$ cat src/cte_pkg.sv
// ----------------------------------------------------------------------------
// cte_pkg
// Types, constants and calendar tables for the calendar to epoch seconds block.
// ----------------------------------------------------------------------------
`default_nettype none

package cte_pkg;

  localparam logic [11:0] BaseYear    = 12'd2000;
  localparam logic [11:0] LastYear    = 12'd2060;
  localparam logic [31:0] SecsPerDay  = 32'd86400;
  localparam logic [16:0] SecsPerHour = 17'd3600;
  localparam logic [16:0] SecsPerMin  = 17'd60;
  localparam logic [14:0] DaysPerYear = 15'd365;

  typedef struct packed {
    logic [11:0] year;
    logic [7:0]  month;
    logic [7:0]  day;
    logic [7:0]  hour;
    logic [7:0]  minute;
    logic [7:0]  second;
  } item_t;

  typedef struct packed {
    logic [30:0] seconds_since_base;
    logic        invalid;
  } result_t;

  // Checked and narrowed fields after the first stage
  typedef struct packed {
    logic       invalid;
    logic       leap;
    logic [5:0] year_off;
    logic [3:0] month;
    logic [4:0] day;
    logic [4:0] hour;
    logic [5:0] minute;
    logic [5:0] second;
  } chk_t;

  // Day count and time of day after the second stage
  typedef struct packed {
    logic        invalid;
    logic [14:0] days;
    logic [16:0] tod;
  } days_t;

  function automatic logic [4:0] month_len(input logic [3:0] mo, input logic leap);
    logic [4:0] len;
    case (mo)
      4'd1:    len = 5'd31;
      4'd2:    len = leap ? 5'd29 : 5'd28;
      4'd3:    len = 5'd31;
      4'd4:    len = 5'd30;
      4'd5:    len = 5'd31;
      4'd6:    len = 5'd30;
      4'd7:    len = 5'd31;
      4'd8:    len = 5'd31;
      4'd9:    len = 5'd30;
      4'd10:   len = 5'd31;
      4'd11:   len = 5'd30;
      4'd12:   len = 5'd31;
      default: len = 5'd0;
    endcase
    return len;
  endfunction

  function automatic logic [8:0] days_before_month(input logic [3:0] mo);
    logic [8:0] dbm;
    case (mo)
      4'd1:    dbm = 9'd0;
      4'd2:    dbm = 9'd31;
      4'd3:    dbm = 9'd59;
      4'd4:    dbm = 9'd90;
      4'd5:    dbm = 9'd120;
      4'd6:    dbm = 9'd151;
      4'd7:    dbm = 9'd181;
      4'd8:    dbm = 9'd212;
      4'd9:    dbm = 9'd243;
      4'd10:   dbm = 9'd273;
      4'd11:   dbm = 9'd304;
      4'd12:   dbm = 9'd334;
      default: dbm = 9'd0;
    endcase
    return dbm;
  endfunction

endpackage

`default_nettype wire

$ cat src/cte_check.sv
// ----------------------------------------------------------------------------
// cte_check
// First stage: range checks on every field and narrowing of the fields.
// ----------------------------------------------------------------------------
`default_nettype none

module cte_check
  import cte_pkg::*;
(
  input  wire logic  clk,
  input  wire logic  rst,
  input  wire logic  up_valid,
  input  wire item_t up_data,
  output logic       up_ready,
  input  wire logic  down_ready,
  output logic       valid,
  output chk_t       data
);

  logic        leap;
  logic [3:0]  mo;
  logic [4:0]  len;
  logic [11:0] year_off;
  logic        year_ok;
  logic        month_ok;
  logic        day_ok;
  logic        time_ok;
  chk_t        data_next;

  always_comb begin
    leap      = (up_data.year[1:0] == 2'b00);
    mo        = up_data.month[3:0];
    year_off  = up_data.year - BaseYear;
    year_ok   = (up_data.year >= BaseYear) && (up_data.year <= LastYear);
    month_ok  = (up_data.month >= 8'd1) && (up_data.month <= 8'd12);
    len       = month_len(mo, leap);
    day_ok    = (up_data.day != 8'd0) && (up_data.day <= {3'b000, len});
    time_ok   = (up_data.hour <= 8'd23) && (up_data.minute <= 8'd59) &&
                (up_data.second <= 8'd59);

    data_next.invalid  = !(year_ok && month_ok && day_ok && time_ok);
    data_next.leap     = leap;
    data_next.year_off = year_off[5:0];
    data_next.month    = mo;
    data_next.day      = up_data.day[4:0];
    data_next.hour     = up_data.hour[4:0];
    data_next.minute   = up_data.minute[5:0];
    data_next.second   = up_data.second[5:0];
  end

  assign up_ready = !valid || down_ready;

  always_ff @(posedge clk) begin
    if (rst) begin
      valid <= 1'b0;
    end else if (up_ready) begin
      valid <= up_valid;
    end
  end

  always_ff @(posedge clk) begin
    if (up_ready && up_valid) begin
      data <= data_next;
    end
  end

endmodule

`default_nettype wire

$ cat src/cte_days.sv
// ----------------------------------------------------------------------------
// cte_days
// Second stage: day count since the base date and seconds within the day.
// ----------------------------------------------------------------------------
`default_nettype none

module cte_days
  import cte_pkg::*;
(
  input  wire logic clk,
  input  wire logic rst,
  input  wire logic up_valid,
  input  wire chk_t up_data,
  output logic      up_ready,
  input  wire logic down_ready,
  output logic      valid,
  output days_t     data
);

  logic [6:0]  n_plus;
  logic [14:0] year_days;
  logic [14:0] leap_days;
  logic [14:0] month_days;
  logic [14:0] extra_day;
  logic [4:0]  day_m1;
  days_t       data_next;

  always_comb begin
    n_plus     = {1'b0, up_data.year_off} + 7'd3;
    year_days  = {9'd0, up_data.year_off} * DaysPerYear;
    leap_days  = {10'd0, n_plus[6:2]};
    month_days = {6'd0, days_before_month(up_data.month)};
    extra_day  = {14'd0, (up_data.month > 4'd2) && up_data.leap};
    day_m1     = up_data.day - 5'd1;

    data_next.invalid = up_data.invalid;
    data_next.days    = year_days + leap_days + month_days + extra_day +
                        {10'd0, day_m1};
    data_next.tod     = {12'd0, up_data.hour} * SecsPerHour +
                        {11'd0, up_data.minute} * SecsPerMin +
                        {11'd0, up_data.second};
  end

  assign up_ready = !valid || down_ready;

  always_ff @(posedge clk) begin
    if (rst) begin
      valid <= 1'b0;
    end else if (up_ready) begin
      valid <= up_valid;
    end
  end

  always_ff @(posedge clk) begin
    if (up_ready && up_valid) begin
      data <= data_next;
    end
  end

endmodule

`default_nettype wire

$ cat src/cte_scale.sv
// ----------------------------------------------------------------------------
// cte_scale
// Third and fourth stages: days times seconds per day, then the final sum
// into the output register.
// ----------------------------------------------------------------------------
`default_nettype none

module cte_scale
  import cte_pkg::*;
(
  input  wire logic  clk,
  input  wire logic  rst,
  input  wire logic  up_valid,
  input  wire days_t up_data,
  output logic       up_ready,
  input  wire logic  out_stall,
  output logic       out_valid,
  output result_t    out_data
);

  logic        prod_valid;
  logic [31:0] prod;
  logic [16:0] prod_tod;
  logic        prod_invalid;
  logic        prod_ready;
  logic        out_ready;
  logic [31:0] prod_next;
  logic [30:0] total;
  result_t     out_next;

  always_comb begin
    prod_next = {17'd0, up_data.days} * SecsPerDay;
    total     = prod[30:0] + {14'd0, prod_tod};
    out_next.invalid            = prod_invalid;
    out_next.seconds_since_base = prod_invalid ? 31'd0 : total;
  end

  assign out_ready  = !out_valid || !out_stall;
  assign prod_ready = !prod_valid || out_ready;
  assign up_ready   = prod_ready;

  always_ff @(posedge clk) begin
    if (rst) begin
      prod_valid <= 1'b0;
      out_valid  <= 1'b0;
    end else begin
      if (prod_ready) begin
        prod_valid <= up_valid;
      end
      if (out_ready) begin
        out_valid <= prod_valid;
      end
    end
  end

  always_ff @(posedge clk) begin
    if (prod_ready && up_valid) begin
      prod         <= prod_next;
      prod_tod     <= up_data.tod;
      prod_invalid <= up_data.invalid;
    end
    if (out_ready && prod_valid) begin
      out_data <= out_next;
    end
  end

endmodule

`default_nettype wire

$ cat src/calendar_to_epoch_seconds_top.sv
// Pipeline: four register stages (check, day count, day multiply, final sum).
// Throughput: one transaction per cycle; a stall on the result side holds
// every occupied stage, and empty stages still take new transactions.
// Reset: synchronous, clears all stage valid bits; nothing else is reset.
// ----------------------------------------------------------------------------
// calendar_to_epoch_seconds_top
// Converts a checked calendar date and time into seconds since 2000-01-01.
// ----------------------------------------------------------------------------
`default_nettype none

module calendar_to_epoch_seconds_top
  import cte_pkg::*;
(
  input  wire logic  clk,
  input  wire logic  rst,
  input  wire logic  item_valid,
  output logic       item_stall,
  input  wire item_t item,
  output logic       result_valid,
  input  wire logic  result_stall,
  output result_t    result
);

  logic  chk_ready;
  logic  chk_valid;
  chk_t  chk_data;
  logic  days_ready;
  logic  days_valid;
  days_t days_data;
  logic  scale_ready;

  assign item_stall = !chk_ready;

  cte_check u_check (
    .clk        (clk),
    .rst        (rst),
    .up_valid   (item_valid),
    .up_data    (item),
    .up_ready   (chk_ready),
    .down_ready (days_ready),
    .valid      (chk_valid),
    .data       (chk_data)
  );

  cte_days u_days (
    .clk        (clk),
    .rst        (rst),
    .up_valid   (chk_valid),
    .up_data    (chk_data),
    .up_ready   (days_ready),
    .down_ready (scale_ready),
    .valid      (days_valid),
    .data       (days_data)
  );

  cte_scale u_scale (
    .clk       (clk),
    .rst       (rst),
    .up_valid  (days_valid),
    .up_data   (days_data),
    .up_ready  (scale_ready),
    .out_stall (result_stall),
    .out_valid (result_valid),
    .out_data  (result)
  );

endmodule

`default_nettype wire
$ cat config.mk
export PLATFORM = sky130hd
export DESIGN_NAME = calendar_to_epoch_seconds_top
export DESIGN_NICKNAME = d
export VERILOG_FILES = /design/src/cte_pkg.sv /design/src/cte_check.sv /design/src/cte_days.sv /design/src/cte_scale.sv /design/src/calendar_to_epoch_seconds_top.sv
export SDC_FILE = /design/constraint.sdc
export NUM_CORES = 1
export LEC_CHECK = 0
export ABC_AREA = 1
export ABC_CLOCK_PERIOD_IN_PS = 7550
export BUFFER_PORTS_ARGS = -buffer_cell sky130_fd_sc_hd__buf_2
export CAP_MARGIN = 40
export CORE_MARGIN = 1.5
export CORE_UTILIZATION = 60
export DETAILED_ROUTE_END_ITERATION = 10
export HOLD_SLACK_MARGIN = 0.02
export PLACE_DENSITY = 0.82
export SYNTH_ARGS = -nofsm -noshare
export SYNTH_HDL_FRONTEND = slang
export SYNTH_SLANG_ARGS = --single-unit
$ cat constraint.sdc
create_clock -name clk -period 7.55 [get_ports clk]
set_input_delay 1.51 -clock clk [delete_from_list [all_inputs] [get_ports clk]]
set_output_delay 1.51 -clock clk [all_outputs]
set_load 0.01 [all_outputs]
## Yosys cells after proc, flatten, opt, wreduce, memory -nomap -nowiden

Memories as Yosys holds them, arrays and structs flattened. A register that Yosys moved wholly into a read port is not among the register bits.
Index checks and enable logic that the tools add are counted.

- Register bits: 145
- ROM bits: 144
- Input bits: 56
- Logic and storage cells: 87
- Memories kept: 1

- Add/subtract/negate cells: 10
- Multipliers: 4
- Order comparisons: 9
- Eq/ne operators: 12
- Mux-type cells: 3
- Reduce and logical (&&, ||, !) cells: 28

Memory list:

| name | words | width | rd ports | clocked after Yosys merged registers in | wr ports | line | source |
|---|---|---|---|---|---|---|---|
| (no name shown) | 16 | 9 | 1 | 1 | 0 | cte_pkg.sv:71 | `case (mo)` |

Operators with widths:

| cell | number |
|---|---|
| adder 31 x 17 -> 31 bit | 1 |
| adder 15 x 5 -> 15 bit | 2 |
| multiplier 15 x 10 -> 24 bit, second input constant | 1 |
| == test 4 bit, second input constant | 5 |
| adder 17 x 12 -> 17 bit | 1 |
| adder 17 x 6 -> 17 bit | 1 |
| == test 4 x 3 -> 1 bit, second input constant | 4 |
| less-or-equal comparator 8 x 6 -> 1 bit, second input constant | 2 |
| adder 15 x 1 -> 15 bit | 1 |
| adder 15 x 9 -> 15 bit | 1 |
| multiplier 6 x 9 -> 15 bit, second input constant | 1 |
| one-hot mux 5 bit (3 select lines) | 1 |
| logical AND 1 bit | 13 |
| multiplier 5 x 8 -> 13 bit, second input constant | 1 |
| >= comparator 12 x 11 -> 1 bit, second input constant | 1 |
| less-or-equal comparator 12 bit, second input constant | 1 |
| multiplier 6 x 4 -> 10 bit, second input constant | 1 |
| == test 4 x 2 -> 1 bit, second input constant | 2 |
| >= comparator 8 x 1 -> 1 bit, second input constant | 1 |
| less-or-equal comparator 8 x 4 -> 1 bit, second input constant | 1 |
| less-or-equal comparator 8 x 5 -> 1 bit | 1 |
| less-or-equal comparator 8 x 5 -> 1 bit, second input constant | 1 |
| nonzero test 8 bit | 1 |
| adder 6 x 2 -> 7 bit, second input constant | 1 |
| other kinds (11) | 20 |

## Logic depth before layout (Yosys ltp)

Gate-level depths: netlist (run 1).

- Depth after elaboration: 8
- Gate-level depth with buffers: 23
- Gate-level depth less buffers: 23

## By module

From an unflattened synthesis (run 1), not the netlist that was laid out.

- Cells, all modules: 1432
- Area total of the unflattened synthesis: 12747.2 um2

By module, submodules not included:

| module | times used | cells each | area an instance (um2) |
|---|---|---|---|
| cte_scale | 1 | 757 | 6372.4 |
| cte_days | 1 | 541 | 4842.1 |
| cte_check | 1 | 133 | 1529.0 |
| calendar_to_epoch_seconds_top | 1 | 1 | 3.8 |

## Worst setup path after synthesis (run 1)

No wires, ideal clock.

- Kind: register to register
- Start: register u_check.data[27] (netlist bit)
- End: register u_days.data[30] (netlist bit) (data pin)
- Data arrival time: 4.008 ns
- Slack: 3.284 ns
- Cell stages (with the launch flop): 18
- Buffers on the path: 0
- Path through: edfxtp_1 -> inv_1 -> ha_1 -> nor3_1 -> nand2_1 -> fa_1 -> inv_1 -> fa_1 -> inv_1 -> fa_1 -> inv_1 -> fa_1 -> ha_1 -> nand2_1 -> nand3_1 -> nand3_1 -> nand3_1 -> xor2_1

RTL lines:

| what | line | source |
|---|---|---|
| start: declaration | cte_check.sv:17 | `output chk_t data` |
| start signal: assignment | cte_check.sv:63 | `data <= data_next;` |
| end signal: assignment | cte_days.sv:56 | `data <= data_next;` |
| end: declaration | cte_days.sv:17 | `output days_t data` |

==> flow_summary.yaml, run 1 <==
timing:
  fin_ws_ns: 2.89
  holdWs_ns: 0.418
  finalCritPeriodShare_pct: 61.7
  final_hold_viol_count: 0
  setup_violations: 0
  max_freq_ghz: 0.215
  rsz0062_at_grt: "false"
  slew_headroom_pct: 51.5
  fin_tns_setup_ns: 0
  worst_pin_slew_ns: 0.726
  final_max_slew_viol_count: 0
  skew_ns: 0.00767
  min_period_ns: 4.66
synthesis:
  ys.warnings.count: 0
  async_flop_share_pct: 0
  ys_dominant_reg_cell: "edfxtp_1"
  muxShareOfSynthArea_pct: 0
  yosys.area_share.simple_pct: 18.5
  synth_edf_count: 141
  synth_nets: 1780
  synth_xor_area_share_pct: 2.95
  synthCells: 1455
  synth_area_um2: 13100
  ys_types: 41
  ys_seq_elements: 154
  synthAdderAreaFrac_pct: 30.0
  ys_seq_area_share_pct: 34.4
  synth_top_family_by_area: "adder cells"
  synth_compound_area_share_pct: 5.36
  avgSynthCellArea_um2: 8.98
critical_path:
  crit_arrival_ns: 4.84
  crit_type: "flop to flop"
  cp-end-kind: "flop"
  crit_path_start_kind: "flop"
  worstPathMaxFanout: 6
  critical_path_required_ns: 7.73
  r2r-start: "u_check.data[27]$_DFFE_PP_"
  cp-startpoint: "u_check.data[27]$_DFFE_PP_"
worst_hold_path:
  worstHoldStart: "u_days.data[4]$_DFFE_PP_"
  min_path_type: "flop to flop"
global_routing:
  grt_pass1_wl_um: 44500
  grt_pass1_vias: 9912
  antenna_found_initial: 0
  grtUsageTotal_pct: 25.1
  grt-ovfl-total: 0
  grt_max_degree: 43
route:
  drtIter0Drc: 559
  drc: 0
  dr.pass1.iters: 5
  vias_per_cell: 5.35
  num_vias: 9904
  routed_wl_um: 26300
  ant_nets: 0
  wl_per_cell_um: 14.2
clock_network:
  clock_latency_ns: 0.43
  cts_root_buffer: "clkbuf_16"
  clock-sinks: 154
  cts.repair.resized: 0
  cts_setup_buffers: 0
  cts_tree: "built"
  holdBufCountCts: 0
  clk_pin_slew_worst_paths_ns: 0.07
  cts_max_level: 4
  cts_buffer_depth: 2
  cts_buffers: 17
finish:
  fill_cells: 1584
  final_nets: 1889
  drive_gt1_share_pct: 9.90
  regArea_um2: 4490
  diodes: 0
  area_growth_pct: 10.6
  final_area_um2: 14500
  multiInputGateArea_um2: 7430
die:
  die_area_um2: 22700
  start_util_pct: 61.6
  rows: 53
  die_height_um: 151
  core-area_um2: 21200
  ios: 90
  die_w_um: 151
placement:
  placed_area_um2: 13900
  dp_hpwl_um: 21400
  dp_slack_ns: 2.97
  io_buffers: 89
  gp_congestion: 0.956
run_status:
  status: "completed"
flow_run:
  drv_cap: 0
==> synth_stat cells (15+ instances only) <==
cell      instances  share of area, %
nand2_1         305               8.8
inv_1           300               8.6
ha_1            196                19
edfxtp_1        141                32
nor2_1          102               2.9
nand3_1          88               3.4
fa_1             73                11
a21oi_1          69               2.6
xor2_1           28               1.9
o21ai_0          26               1.0
xnor2_1          16               1.1
nand4_1          15              0.72
==> critical path, stage by stage (launching register included) <==
cell	delay [ns]
edfxtp_1	0.41
inv_1	0.12
ha_1	0.23
nor3_1	0.35
nand2_1	0.13
fa_1	0.50
inv_1	0.05
fa_1	0.49
inv_1	0.04
fa_1	0.48
inv_1	0.05
fa_1	0.47
ha_1	0.38
nand2_1	0.12
nand3_1	0.17
nand3_1	0.14
nand3_1	0.10
xor2_1	0.15
==> cell usage in the layout (no fill, tap or decap), types with 6 or more instances in the layout <==
cell | netlist | routed
nand2_1 | 305 | 305
inv_1 | 300 | 300
ha_1 | 196 | 196
edfxtp_1 | 141 | 141
nor2_1 | 102 | 101
buf_2 | 1 | 89
nand3_1 | 88 | 88
fa_1 | 73 | 73
a21oi_1 | 69 | 68
xor2_1 | 28 | 28
o21ai_0 | 26 | 26
clkbuf_16 | 0 | 17
xnor2_1 | 16 | 16
nand4_1 | 15 | 15
nand2_2 | 13 | 13
dfxtp_1 | 13 | 13
nor3_1 | 10 | 10
o21bai_1 | 8 | 8
a31oi_1 | 6 | 6
==> state kept, by name, indices dropped and copies added, names as in the netlist <==
signal	count
u_scale.prod	24
u_scale.out_valid	1
u_days.month_days	9
u_scale.prod_valid	1
u_check.valid	1
u_scale.prod_invalid	1
u_check.data	34
u_days.valid	1
u_scale.out_data	32
u_scale.prod_tod	17
u_days.data	33
==> metal layers <==
layer	track usage [%]	part of all wire, %
met1	28.7	41
met2	46.6	52
met3	4.15	4.2
met4	9.41	2.8
met5	0	0
==> cell families after synthesis <==
kind of cell / after synthesis
adder cells (fa/ha/maj): 269
flip-flops: 154
buffers and inverters: 305
AO/OA/AOI/OAI: 125
XOR/XNOR: 44
AND/OR/NAND/NOR: 558
==> path summary, 6_finish.rpt <==
check	end	slack, ns	cells past startpoint
min reg2reg	u_scale.prod_tod[4]$_DFFE_PP_	0.42	0
max reg2reg	u_days.data[30]$_DFFE_PP_	2.89	17
max	u_days.data[30]$_DFFE_PP_	2.89	17
min	u_scale.prod_tod[4]$_DFFE_PP_	0.42	0
==> layout make-up <==
class / instances / area share [%]
sequential: 154 / 31.1
inverter: 302 / 7.88
tap: 275 / 2.38
clock buffer: 19 / 3.00
timing repair buffer: 93 / 3.43
multi-input combinational: 996 / 51.4
clock inverter: 12 / 0.788
==> stage by stage <==
stage | std cells | util, %
2_1_floorplan | 1455 | -
3_5_place_dp | 1820 | 65.5
6_report | 1851 | 68.1
3_3_place_gp | 1819 | 65.4
4_1_cts | 1851 | 68.1
5_1_grt | 1851 | 68.1
Power of run 1 is not shown: default switching activity piles up to over one toggle a cycle in this logic, so the estimate is an artifact.
==> inputs of run 2 (changes only) <==
- ABC_CLOCK_PERIOD_IN_PS: 7550 -> 4830
- clock period: 7.55 -> 4.83 ns (I/O delays scaled with it)
==> run 2 against run 1 <==
- via count shrank 1.0%
- final area is 0.64% higher
- worst hold slack about the same
- wire length fell by 0.19%
- first-iteration DRC count down 19%
- setup slack lost 2.7 ns
- register-to-register slack got worse by 2.7 ns
- critical path depth stayed put
- critical endpoint unchanged
==> flow_summary.yaml, run 2 (synthesis gave the netlist of run 1 again) <==
timing:
  final_max_slew_viol_count: 0
  worst_pin_slew_ns: 0.737
  slew_headroom_pct: 50.8
  max_freq_ghz: 0.217
  skew_ns: 0.0104
  fin_tns_setup_ns: 0
  setup_violations: 0
  min_period_ns: 4.62
  final_hold_viol_count: 0
  finalCritPeriodShare_pct: 95.6
global_routing:
  grtUsageTotal_pct: 25.0
  grt_max_degree: 43
  grt_pass1_vias: 9864
  grt-ovfl-total: 0
  antenna_found_initial: 1
  grt_pass1_wl_um: 44400
worst_hold_path:
  min_path_type: "flop to flop"
  holdPathStages: 0
finish:
  fill_cells: 1597
  layout_common_cells: "nand2_1, inv_1, ha_1"
  final_common_cell: "nand2_1"
  final_area_um2: 14500
  final_nets: 1889
  stdcell_count: 1853
  drive_gt1_share_pct: 10.2
  area_growth_pct: 11.3
  top_register: "u_check.data"
  largest_register_ffs: 34
  largestRegisters: "u_check.data x34, u_days.data x33, u_scale.out_data x32"
placement:
  dp_hpwl_um: 21400
  gp_congestion: 0.957
  io_buffers: 89
  placed_area_um2: 13900
  place_inst: 1820
die:
  die_area_um2: 22700
  ios: 90
  core-area_um2: 21200
  rows: 53
  die_height_um: 151
  die_w_um: 151
  start_util_pct: 61.6
critical_path:
  crit_path_start_kind: "flop"
  cp-end-kind: "flop"
  worstPathMaxFanout: 6
  crit_arrival_ns: 4.80
  reg2regPathDepth: 17
  crit_type: "flop to flop"
  critical_path_required_ns: 5.02
route:
  wl_per_cell_um: 14.2
  routed_wl_um: 26300
  num_vias: 9804
  ant_nets: 0
  dr.pass1.iters: 6
  drc: 0
  drtIter0Drc: 451
  vias_per_cell: 5.29
clock_network:
  cts_max_level: 4
  clock_latency_ns: 0.44
  clk_pin_slew_worst_paths_ns: 0.07
  cts_tree: "built"
  clock-sinks: 154
  cts_setup_buffers: 0
  cts_buffers: 17
  cts_root_buffer: "clkbuf_16"
  cts_buffer_depth: 2
flow_run:
  drv_cap: 0
run_status:
  status: "completed"
[run 2: layer usage]
layer,GRT usage (%),part of all wire [%],vias up
li1,-,-,4916
met3,4.00,4.8,71
met4,11.0,3.5,0
met5,0,0,-
met2,45.7,51,311
met1,28.8,41,4506
[run 2: worst paths after layout]
path                                            startpoint                             to  slack [ns]
worst min register to register    u_days.data[4]$_DFFE_PP_  u_scale.prod_tod[4]$_DFFE_PP_        0.42
worst max register to register  u_check.data[27]$_DFFE_PP_      u_days.data[30]$_DFFE_PP_        0.21
worst max-delay path            u_check.data[27]$_DFFE_PP_      u_days.data[30]$_DFFE_PP_        0.21
worst min-delay path              u_days.data[4]$_DFFE_PP_  u_scale.prod_tod[4]$_DFFE_PP_        0.42
[run 2: area by class of cell]
class,instances,area [um^2],share of cell area [%]
Sequential cell,154,4490,30.9
Timing Repair Buffer,93,495,3.41
Antenna cell,1,2.50,0.0172
Multi-Input combinational cell,996,7440,51.1
Clock buffer,17,425,2.93
Inverter,302,1140,7.83
Tap cell,275,344,2.37
Clock inverter,15,206,1.42
[run 2: worst max-delay path, cell delays in order (launching register included)]
cell and delay, ns:
edfxtp_1 0.42, inv_1 0.12, ha_1 0.24, nor3_2 0.29
nand2_1 0.12, fa_1 0.49, inv_1 0.05, fa_1 0.49
inv_1 0.04, fa_1 0.48, inv_1 0.06, fa_1 0.47
ha_1 0.39, nand2_1 0.13, nand3_1 0.18, nand3_1 0.14
nand3_1 0.10, xor2_1 0.16
[run 2: stage by stage]
step	setup WS [ns]	util, %	hold slack, ns
3_5_place_dp	0.262	65.5	0.405
4_1_cts	0.189	68.5	0.416
3_3_place_gp	0.425	65.4	0.402
2_1_floorplan	0.564	-	0.400
6_report	0.214	68.5	0.418
5_1_grt	-0.0287	68.5	0.423
[run 2: repair_timing]
| action | in CTS | in global routing |
|---|---|---|
| gates resized for setup | 0 | 2 |
| endpoints found under the setup margin | 0 | 9 |
| hold buffers | 0 | 0 |
Power of run 2 is left out for the same reason.
==> inputs of run 3 (changes only) <==
- GPL_TIMING_DRIVEN: not set -> 0
==> run 3 against run 2 <==
- utilization is 0.059 points higher
- flip-flop and latch count stayed put
- non-clock buffer count is 5 higher
- final area hardly changed
- clock-buffer cell count is 1 higher
- setup slack worse by 0.033 ns
- sequential share of layout area hardly changed
- wire length is 3.7% higher
- critical endpoint unchanged
- largest cell class unchanged
- highest routed layer unchanged
==> flow_summary.yaml, run 3 (synthesis gave the netlist of run 1 again) <==
run_status:
  status: "completed"
route:
  num_vias: 9893
  drtIter0Drc: 489
  wl_per_cell_um: 14.7
  ant_nets: 0
  routed_wl_um: 27200
  vias_per_cell: 5.33
  drc: 0
  dr.pass1.iters: 6
die:
  ios: 90
  die_area_um2: 22700
  start_util_pct: 61.6
  die_height_um: 151
  die_w_um: 151
  core-area_um2: 21200
  rows: 53
worst_hold_path:
  min_path_type: "flop to flop"
  min_to: "u_scale.prod_tod[4]$_DFFE_PP_"
  worstHoldStart: "u_days.data[4]$_DFFE_PP_"
  holdPathStages: 0
placement:
  dp_hpwl_um: 22100
  place_inst: 1822
  io_buffers: 89
  dp_slack_ns: 0.152
  gp_congestion: 0.909
  placed_area_um2: 13900
critical_path:
  timing.rr.end: "u_days.data[30]$_DFFE_PP_"
  r2r_slack_ns: 0.18
  worstPathMaxFanout: 6
  r2r-start: "u_check.data[27]$_DFFE_PP_"
  reg2regPathDepth: 17
  crit_type: "flop to flop"
  critical_path_required_ns: 5.01
  crit_arrival_ns: 4.83
  cp-end-kind: "flop"
  crit_path_start_kind: "flop"
timing:
  skew_ns: 0.0112
  final_max_slew_viol_count: 0
  setup_violations: 0
  min_period_ns: 4.65
  fin_ws_ns: 0.181
  final_hold_viol_count: 0
  fin_tns_setup_ns: 0
  worst_pin_slew_ns: 0.840
  finalCritPeriodShare_pct: 96.3
  slew_headroom_pct: 43.9
  max_freq_ghz: 0.215
clock_network:
  clock-sinks: 154
  cts_tree: "built"
  cts_root_buffer: "clkbuf_16"
  clock_latency_ns: 0.43
  cts_max_level: 4
  cts_buffer_depth: 2
  holdBufCountCts: 0
  cts_buffers: 17
  clk_pin_slew_worst_paths_ns: 0.07
global_routing:
  antenna_found_initial: 0
  grtUsageTotal_pct: 26.0
  grt-ovfl-total: 0
  grt_pass1_vias: 10049
  grt_pass1_wl_um: 45900
  grt_max_degree: 43
finish:
  final_area_um2: 14600
  area_growth_pct: 11.4
  largestRegisters: "u_check.data x34, u_days.data x33, u_scale.out_data x32"
  layout_common_cells: "nand2_1, inv_1, ha_1"
  stdcell_count: 1857
  final_nets: 1894
  final_common_cell: "nand2_1"
  largest_register_ffs: 34
  top_register: "u_check.data"
  drive_gt1_share_pct: 10.4
  diodes: 0
flow_run:
  drv_cap: 0
-- run 3: changes by cell type in the layout (fill, tap and decap cells not counted), sizes merged --
cell,previous run,this run
clkbuf,17,19
diode,1,0
bufinv,3,2
inv,310,309
buf,93,97
clkinvlp,0,1
-- run 3: worst max-delay path by stage --
stage	from	cells after the start	endpoint	slack, ns
after floorplan	u_check.data[27]$_DFFE_PP_	17	u_days.data[30]$_DFFE_PP_	0.56
after global placement	u_check.data[27]$_DFFE_PP_	17	u_days.data[30]$_DFFE_PP_	0.22
after detailed placement	u_check.data[26]$_DFFE_PP_	17	u_days.data[30]$_DFFE_PP_	0.15
after CTS	u_check.data[26]$_DFFE_PP_	17	u_days.data[30]$_DFFE_PP_	0.09
after global routing	u_check.data[27]$_DFFE_PP_	17	u_days.data[30]$_DFFE_PP_	-0.09
final	u_check.data[27]$_DFFE_PP_	17	u_days.data[30]$_DFFE_PP_	0.18
-- run 3: routing by layer --
| metal | part of all wire, % | GRT usage (%) | wire length, um | up-vias |
|---|---|---|---|---|
| li1 | - | - | - | 4939 |
| met1 | 39 | 29.2 | 10700 | 4557 |
| met2 | 52 | 48.1 | 14100 | 327 |
| met3 | 5.2 | 4.09 | 1410 | 70 |
| met4 | 3.5 | 12.0 | 944 | 0 |
| met5 | 0 | 0 | 0 | - |
-- run 3: final cells by class --
class / count / area (um^2)
Buffer: 3 / 12.5
Multi-Input combinational cell: 996 / 7440
Inverter: 302 / 1140
Timing Repair Buffer: 95 / 538
Clock buffer: 18 / 429
Tap cell: 275 / 344
Fill cell: 1599 / 6670
Clock inverter: 14 / 158
Sequential cell: 154 / 4490
-- run 3: repair_timing --
item                                    CTS  global route
gates resized for setup                   0             4
setup buffers                             0             3
endpoints found under the setup margin    0            10
-- run 3: worst max-delay path: stages (launching register included) --
cell      delay (ns)
edfxtp_1        0.42
inv_1           0.13
ha_1            0.23
nor3_2          0.25
nand2_1         0.13
fa_1            0.50
inv_1           0.05
fa_1            0.50
inv_1           0.05
fa_1            0.48
inv_1           0.06
fa_1            0.49
ha_1            0.40
nand2_1         0.12
nand3_1         0.19
nand3_1         0.15
nand3_1         0.09
xor2_1          0.15
-- run 3: per-stage QoR --
step | hold slack, ns | util [%]
after floorplan | 0.400 | -
after global placement | 0.401 | 65.3
after detailed placement | 0.405 | 65.7
after CTS | 0.415 | 68.5
after global routing | 0.420 | 68.6
final | 0.414 | 68.6
Power of run 3 is left out for the same reason.
